--- config.mk ---
export PLATFORM = sky130hd
export DESIGN_NAME = kmc_ctrl
export DESIGN_NICKNAME = d
export VERILOG_FILES = /design/src/k_medoids_cluster_engine_macros.svh /design/src/kmc_pkg.sv /design/src/kmc_ctrl.sv
export SDC_FILE = /design/constraint.sdc
export NUM_CORES = 1
export LEC_CHECK = 0
export ABC_AREA = 1
export BUFFER_PORTS_ARGS = -buffer_cell sky130_fd_sc_hd__buf_2
export CORE_UTILIZATION = 42
export DETAILED_ROUTE_END_ITERATION = 8
export PLACE_DENSITY_LB_ADDON = 0.12
export SLEW_MARGIN = 20
export SYNTH_ARGS = -nofsm -noshare
export SYNTH_HDL_FRONTEND = slang
export SYNTH_SLANG_ARGS = --single-unit
--- constraint.sdc ---
create_clock -name aclk -period 2.81 [get_ports aclk]
set_input_delay 0.562 -clock aclk [delete_from_list [all_inputs] [get_ports aclk]]
set_output_delay 0.562 -clock aclk [all_outputs]
set_load 0.01 [all_outputs]
--- src/k_medoids_cluster_engine_macros.svh ---
// Assertion macros used by the k-medoids cluster engine datapath.
`ifndef K_MEDOIDS_CLUSTER_ENGINE_MACROS_SVH
`define K_MEDOIDS_CLUSTER_ENGINE_MACROS_SVH
`ifndef SYNTHESIS
`define KMC_ASSERT(label, clk, rst_n, prop, msg) \
    label: assert property (@(posedge clk) disable iff (!rst_n) (prop)) else $error(msg);
`define KMC_NEVER(label, clk, rst_n, expr, msg) \
    label: assert property (@(posedge clk) disable iff (!rst_n) !(expr)) else $error(msg);
`else
`define KMC_ASSERT(label, clk, rst_n, prop, msg)
`define KMC_NEVER(label, clk, rst_n, expr, msg)
`endif
`endif

--- src/kmc_pkg.sv ---
// Types and constants of the k-medoids cluster engine.
`default_nettype none
package kmc_pkg;

    localparam int PT_W   = 8;
    localparam int NPT    = 256;
    localparam int CL_W   = 4;
    localparam int NCL    = 16;
    localparam int DIST_W = 16;
    localparam int COST_W = DIST_W + PT_W;
    localparam int CNT_W  = 9;
    localparam int K_W    = 5;
    localparam int LIM_W  = 10;
    localparam int CFG_IDX_W = 2;

    localparam logic [CFG_IDX_W-1:0] CFG_CLUSTER_COUNT = 2'd0;
    localparam logic [CFG_IDX_W-1:0] CFG_PASS_LIMIT    = 2'd1;
    localparam logic [CFG_IDX_W-1:0] CFG_POINT_COUNT   = 2'd2;

    localparam logic [K_W-1:0]   RST_CLUSTER_COUNT = 5'd1;
    localparam logic [LIM_W-1:0] RST_PASS_LIMIT    = 10'd200;
    localparam logic [CNT_W-1:0] RST_POINT_COUNT   = 9'd256;

    typedef enum logic [1:0] {
        FUNC_LOAD_DIST   = 2'd0,
        FUNC_LOAD_MEDOID = 2'd1,
        FUNC_RUN         = 2'd2,
        FUNC_READ        = 2'd3
    } kmc_func_t;

    typedef enum logic [1:0] {
        STAT_OK        = 2'd0,
        STAT_BAD_ARG   = 2'd1,
        STAT_DUPLICATE = 2'd2,
        STAT_MISSING   = 2'd3
    } kmc_status_t;

    typedef enum logic [4:0] {
        S_IDLE, S_RD_OUT, S_INIT, S_PASS_BEGIN, S_A_PT, S_A_RD, S_A_CMP,
        S_U_CAND, S_U_QRD, S_U_QACC, S_U_CMP, S_U_PRD, S_U_PCHK, S_U_END,
        S_PASS_END, S_F_CLEAR, S_F_RD, S_F_ACC, S_F_RANK, S_F_DONE
    } kmc_state_t;

    typedef enum logic [4:0] {
        OP_NONE, OP_ITEM, OP_RD_OUT, OP_INIT, OP_PASS_BEGIN, OP_A_PT, OP_A_RD,
        OP_A_CMP, OP_U_CAND, OP_U_QRD, OP_U_QACC, OP_U_CMP, OP_U_PRD, OP_U_PCHK,
        OP_U_END, OP_PASS_END, OP_F_CLEAR, OP_F_RD, OP_F_ACC, OP_F_RANK, OP_F_DONE
    } kmc_op_t;

    typedef struct packed {
        kmc_op_t op;
    } kmc_cmd_t;

    typedef struct packed {
        logic pt_last;
        logic cl_last;
        logic qt_last;
        logic is_med;
        logic member;
        logic run_ok;
        logic lim_zero;
        logic moved;
        logic at_limit;
        logic first;
        logic skid_full;
    } kmc_stat_t;

    typedef struct packed {
        kmc_status_t       status;
        logic [CL_W-1:0]   prank;
        logic              pmed;
        logic [PT_W-1:0]   rmed;
        logic [CNT_W-1:0]  rsize;
        logic [LIM_W-1:0]  passes;
        logic              conv;
    } kmc_result_t;

endpackage
`default_nettype wire

--- src/kmc_ctrl.sv ---
// Sequencer of the k-medoids cluster engine.
`default_nettype none
module kmc_ctrl (
    input  wire logic               aclk,
    input  wire logic               aresetn,
    input  wire logic               s_tvalid,
    input  wire kmc_pkg::kmc_func_t item_func,
    input  wire kmc_pkg::kmc_stat_t stat,
    output logic                    s_tready,
    output kmc_pkg::kmc_cmd_t       cmd
);
    import kmc_pkg::*;

    kmc_state_t state_reg, state_next;
    logic fire;

    assign s_tready = (state_reg == S_IDLE) && !stat.skid_full;
    assign fire = s_tvalid && s_tready;

    always_ff @(posedge aclk) begin
        if (!aresetn) begin
            state_reg <= S_IDLE;
        end else begin
            state_reg <= state_next;
        end
    end

    always_comb begin
        state_next = state_reg;
        cmd.op = OP_NONE;
        case (state_reg)
            S_IDLE: begin
                if (fire) begin
                    cmd.op = OP_ITEM;
                    case (item_func)
                        FUNC_RUN:  state_next = stat.run_ok ? S_INIT : S_IDLE;
                        FUNC_READ: state_next = S_RD_OUT;
                        default:   state_next = S_IDLE;
                    endcase
                end
            end
            S_RD_OUT: begin
                cmd.op = OP_RD_OUT;
                state_next = S_IDLE;
            end
            S_INIT: begin
                cmd.op = OP_INIT;
                if (stat.cl_last) begin
                    state_next = stat.lim_zero ? S_F_CLEAR : S_PASS_BEGIN;
                end
            end
            S_PASS_BEGIN: begin
                cmd.op = OP_PASS_BEGIN;
                state_next = S_A_PT;
            end
            S_A_PT: begin
                cmd.op = OP_A_PT;
                if (stat.is_med) begin
                    state_next = stat.pt_last ? S_U_CAND : S_A_PT;
                end else begin
                    state_next = S_A_RD;
                end
            end
            S_A_RD: begin
                cmd.op = OP_A_RD;
                state_next = S_A_CMP;
            end
            S_A_CMP: begin
                cmd.op = OP_A_CMP;
                if (stat.cl_last) begin
                    state_next = stat.pt_last ? S_U_CAND : S_A_PT;
                end else begin
                    state_next = S_A_RD;
                end
            end
            S_U_CAND: begin
                cmd.op = OP_U_CAND;
                state_next = S_U_QRD;
            end
            S_U_QRD: begin
                cmd.op = OP_U_QRD;
                state_next = S_U_QACC;
            end
            S_U_QACC: begin
                cmd.op = OP_U_QACC;
                state_next = stat.qt_last ? S_U_CMP : S_U_QRD;
            end
            S_U_CMP: begin
                cmd.op = OP_U_CMP;
                state_next = (!stat.first && stat.pt_last) ? S_U_END : S_U_PRD;
            end
            S_U_PRD: begin
                cmd.op = OP_U_PRD;
                state_next = S_U_PCHK;
            end
            S_U_PCHK: begin
                cmd.op = OP_U_PCHK;
                if (stat.member) begin
                    state_next = S_U_QRD;
                end else begin
                    state_next = stat.pt_last ? S_U_END : S_U_PRD;
                end
            end
            S_U_END: begin
                cmd.op = OP_U_END;
                state_next = stat.cl_last ? S_PASS_END : S_U_CAND;
            end
            S_PASS_END: begin
                cmd.op = OP_PASS_END;
                state_next = (!stat.moved || stat.at_limit) ? S_F_CLEAR : S_PASS_BEGIN;
            end
            S_F_CLEAR: begin
                cmd.op = OP_F_CLEAR;
                state_next = S_F_RD;
            end
            S_F_RD: begin
                cmd.op = OP_F_RD;
                state_next = S_F_ACC;
            end
            S_F_ACC: begin
                cmd.op = OP_F_ACC;
                state_next = stat.pt_last ? S_F_RANK : S_F_RD;
            end
            S_F_RANK: begin
                cmd.op = OP_F_RANK;
                state_next = stat.cl_last ? S_F_DONE : S_F_RANK;
            end
            S_F_DONE: begin
                cmd.op = OP_F_DONE;
                state_next = S_IDLE;
            end
            default: begin
                state_next = S_IDLE;
            end
        endcase
    end

endmodule
`default_nettype wire

==> impl_results.md <==
- Status: complete, no violations
- Post-cts sizing count: 0
- Peak VDD IR: ~0.24 mV
- Final design utilization: 58.19%
- Core Footprint: roughly 0.0014 mm^2
- Die H: between 40 and 50 um
- DRT Wirelength: around 1900 um
- Later-pin clock latency in the skew report: about 0.24 ns
- Reg clk slew, reported paths: 0.04 ns
- Fin. max-slew vios: 0
- Die area: around 0.0017 mm^2
- Drt initial violations: 59
- First-pass GRT wire length: 3215 um
- Max-Slew Margin vs Limit: 74.39%
- Crit path time final: roughly 2.3 ns
- RSZ-0062 raised after global routing: false
- Crit path kind: flip-flop to output port
- Fillers: 164
- Starting Density: a little under half
- Router iterations before antenna repair: 4
- PortBufs: 21
- Setup Fix Bufs, Post-CTS: 0
- Worst Hold Class: flip-flop to flip-flop
- Max FFs per register: 5
- Clk_skew: between 0.002 and 0.0025 ns
- Max-Cap Viols: 0
- Fin area: between 800 and 900 um^2
- Post-synthesis net count: 141
- Synth async-reset ratio: 0%
- Die span in x: approximately 42 um
- Std cell rows: 13
- Routability Congestion: slightly above 0.9
- Post-Syn Instances: about 130
- Crit start category: flip-flop
- Synth area leaders: dfxtp_1 (15%), nand2_1 (15%), nand3_1 (14%), nor2_1 (14%), inv_1 (10%)
- Register-to-register setup slack: roughly 1.2 ns
- Count of cell types in the netlist: 21
- Area growth, synth to finish: 21.55%
- Total global routing overflow: 0
- Share of cells above drive strength 1: 22.82%
- Synth Cell Area: ~660 um^2
- Tightest Pin Transition: between 0.3 and 0.4 ns
- Register bit total from synthesis: 5
- Worst-case clock buffer depth: 2
- Cts hold-fix bufs: 0
- Mean routed wirelength per cell: about 11 um
- Detailed Place HPWL: about 1600 um
- PD cells: 250.4 mW/mm^2
- GRT Util Overall: a little under a quarter
- Maximum operating frequency: between 400 and 500 MHz
- Fin Hold WS: 0.5734 ns
- Number of I/O pins: 22
- Clock buffer count from CTS: 3
- CP Capture Type: output port
- Worst EP required: 2.25 ns
- Dpl cell area: 778.2 um^2
- Initial antenna violation count: 0
- Leakage power: 0.4443 nW
- Hold Vio Cnt, Final: 0
- DRC: 0
- Setup TNS: 0 ns
- Period utilisation layout: ~81%
- TritonCTS Sinks: 5
- Nets: between 150 and 200
- WP data arrival: ~1.7 ns
- YS warnings: 0
- Synth area leader: dfxtp_1
- Post-route ant nets: 0
- Crit Path Max Fanout: 12
- Vias in the first global route: 753
- Largest net degree at the start of global routing: 13
- Yosys top cell area share: approximately 15%
- Final Setup Violations: 0
- Post-Syn Area per Cell: 5.295 um^2
- TritonCTS clock tree: yes
- Seq/Total Area, Yosys: between 10% and 20%
- Top FF cell, synth: dfxtp_1
- Via density: 5.396
- Ant diodes: 0
- H-tree Lvls: 1
- Most frequent cell after synthesis: nand2_1
- Root Buffer: clkbuf_4
- Most frequent cells after synthesis: nand2_1 (26), nor2_1 (25), nand3_1 (19), inv_1 (18)
- Overall via count from detail_route: 885
- Number of synthesized flops with an enable pin: 0
## worst max-delay path: stages, from the launching register on
cell and delay (ns):
dfxtp_1 0.43, inv_2 0.15, nand3_1 0.17, nor2_1 0.13, nor4_1 0.31, nand4_1 0.12
buf_2 0.16
## stage by stage
stage	std cells	power, mW	setup WS [ns]
finish	164	0.2015	0.5372
global route	164	0.2151	0.3655
CTS	164	0.2049	0.5416
detailed placement	160	0.1226	0.8154
global placement	160	0.1224	0.9123
floorplan	125	0.1014	1.082
## cell usage in the layout, fill, tap and decap left out
| cell | count |
|---|---|
| nand2_1 | 26 |
| nor2_1 | 25 |
| buf_2 | 21 |
| nand3_1 | 19 |
| inv_1 | 18 |
| a21oi_1 | 5 |
| dfxtp_1 | 5 |
| nor2_2 | 4 |
| nand4_1 | 4 |
| nor3_1 | 3 |
| o21ai_0 | 3 |
| clkbuf_4 | 3 |
| inv_2 | 2 |
| o21ai_1 | 2 |
| nor2_4 | 1 |
| nor4_1 | 1 |
| nor3_4 | 1 |
| nand2_2 | 1 |
| o211ai_1 | 1 |
| a31oi_1 | 1 |
| a21oi_4 | 1 |
| nor3b_1 | 1 |
| clkbuf_1 | 1 |
## layout make-up
cell class	instances	area, um^2	area share [%]
clock buffers	4	26.28	3.266
inverters	20	75.07	9.331
multi-input cells	99	479.2	59.56
flip-flops and latches	5	100.1	12.44
well taps	15	18.77	2.333
repair buffers	21	105.1	13.06
## power breakdown
| group | total, mW | switching [mW] | internal [mW] |
|---|---|---|---|
| Combinational | 0.0481 | 0.0277 | 0.0204 |
| Sequential | 0.0735 | 0.00122 | 0.0722 |
| Clock | 0.0799 | 0.0264 | 0.0535 |
| Total | 0.201 | 0.0553 | 0.146 |
## cells by family (layout without fill, tap and decap cells)
group,Yosys count,count (layout),synth area share (%)
buffers and inverters,21,45,12.48
AND/OR/NAND/NOR,86,86,60.30
AO/OA/AOI/OAI,13,13,12.10
flip-flops,5,5,15.12
## final timing paths
check	start	cells after the start	to
hold / removal	state_reg[4]	2	state_reg[4]
setup reg to reg	state_reg[4]	9	state_reg[1]
hold reg to reg	state_reg[4]	2	state_reg[4]
setup / recovery	state_reg[4]	6	cmd[0]
## metal layers
metal  GRT usage (%)  vias to the layer above  part of all wire [%]
met4           9.677                        0                  0.38
met2           37.81                       50                    45
met1           31.30                      376                    43
li1                -                      457                     -
met3           3.913                        2                    12
met5               0                        -                     0
Power figures use the tool's default switching activity.
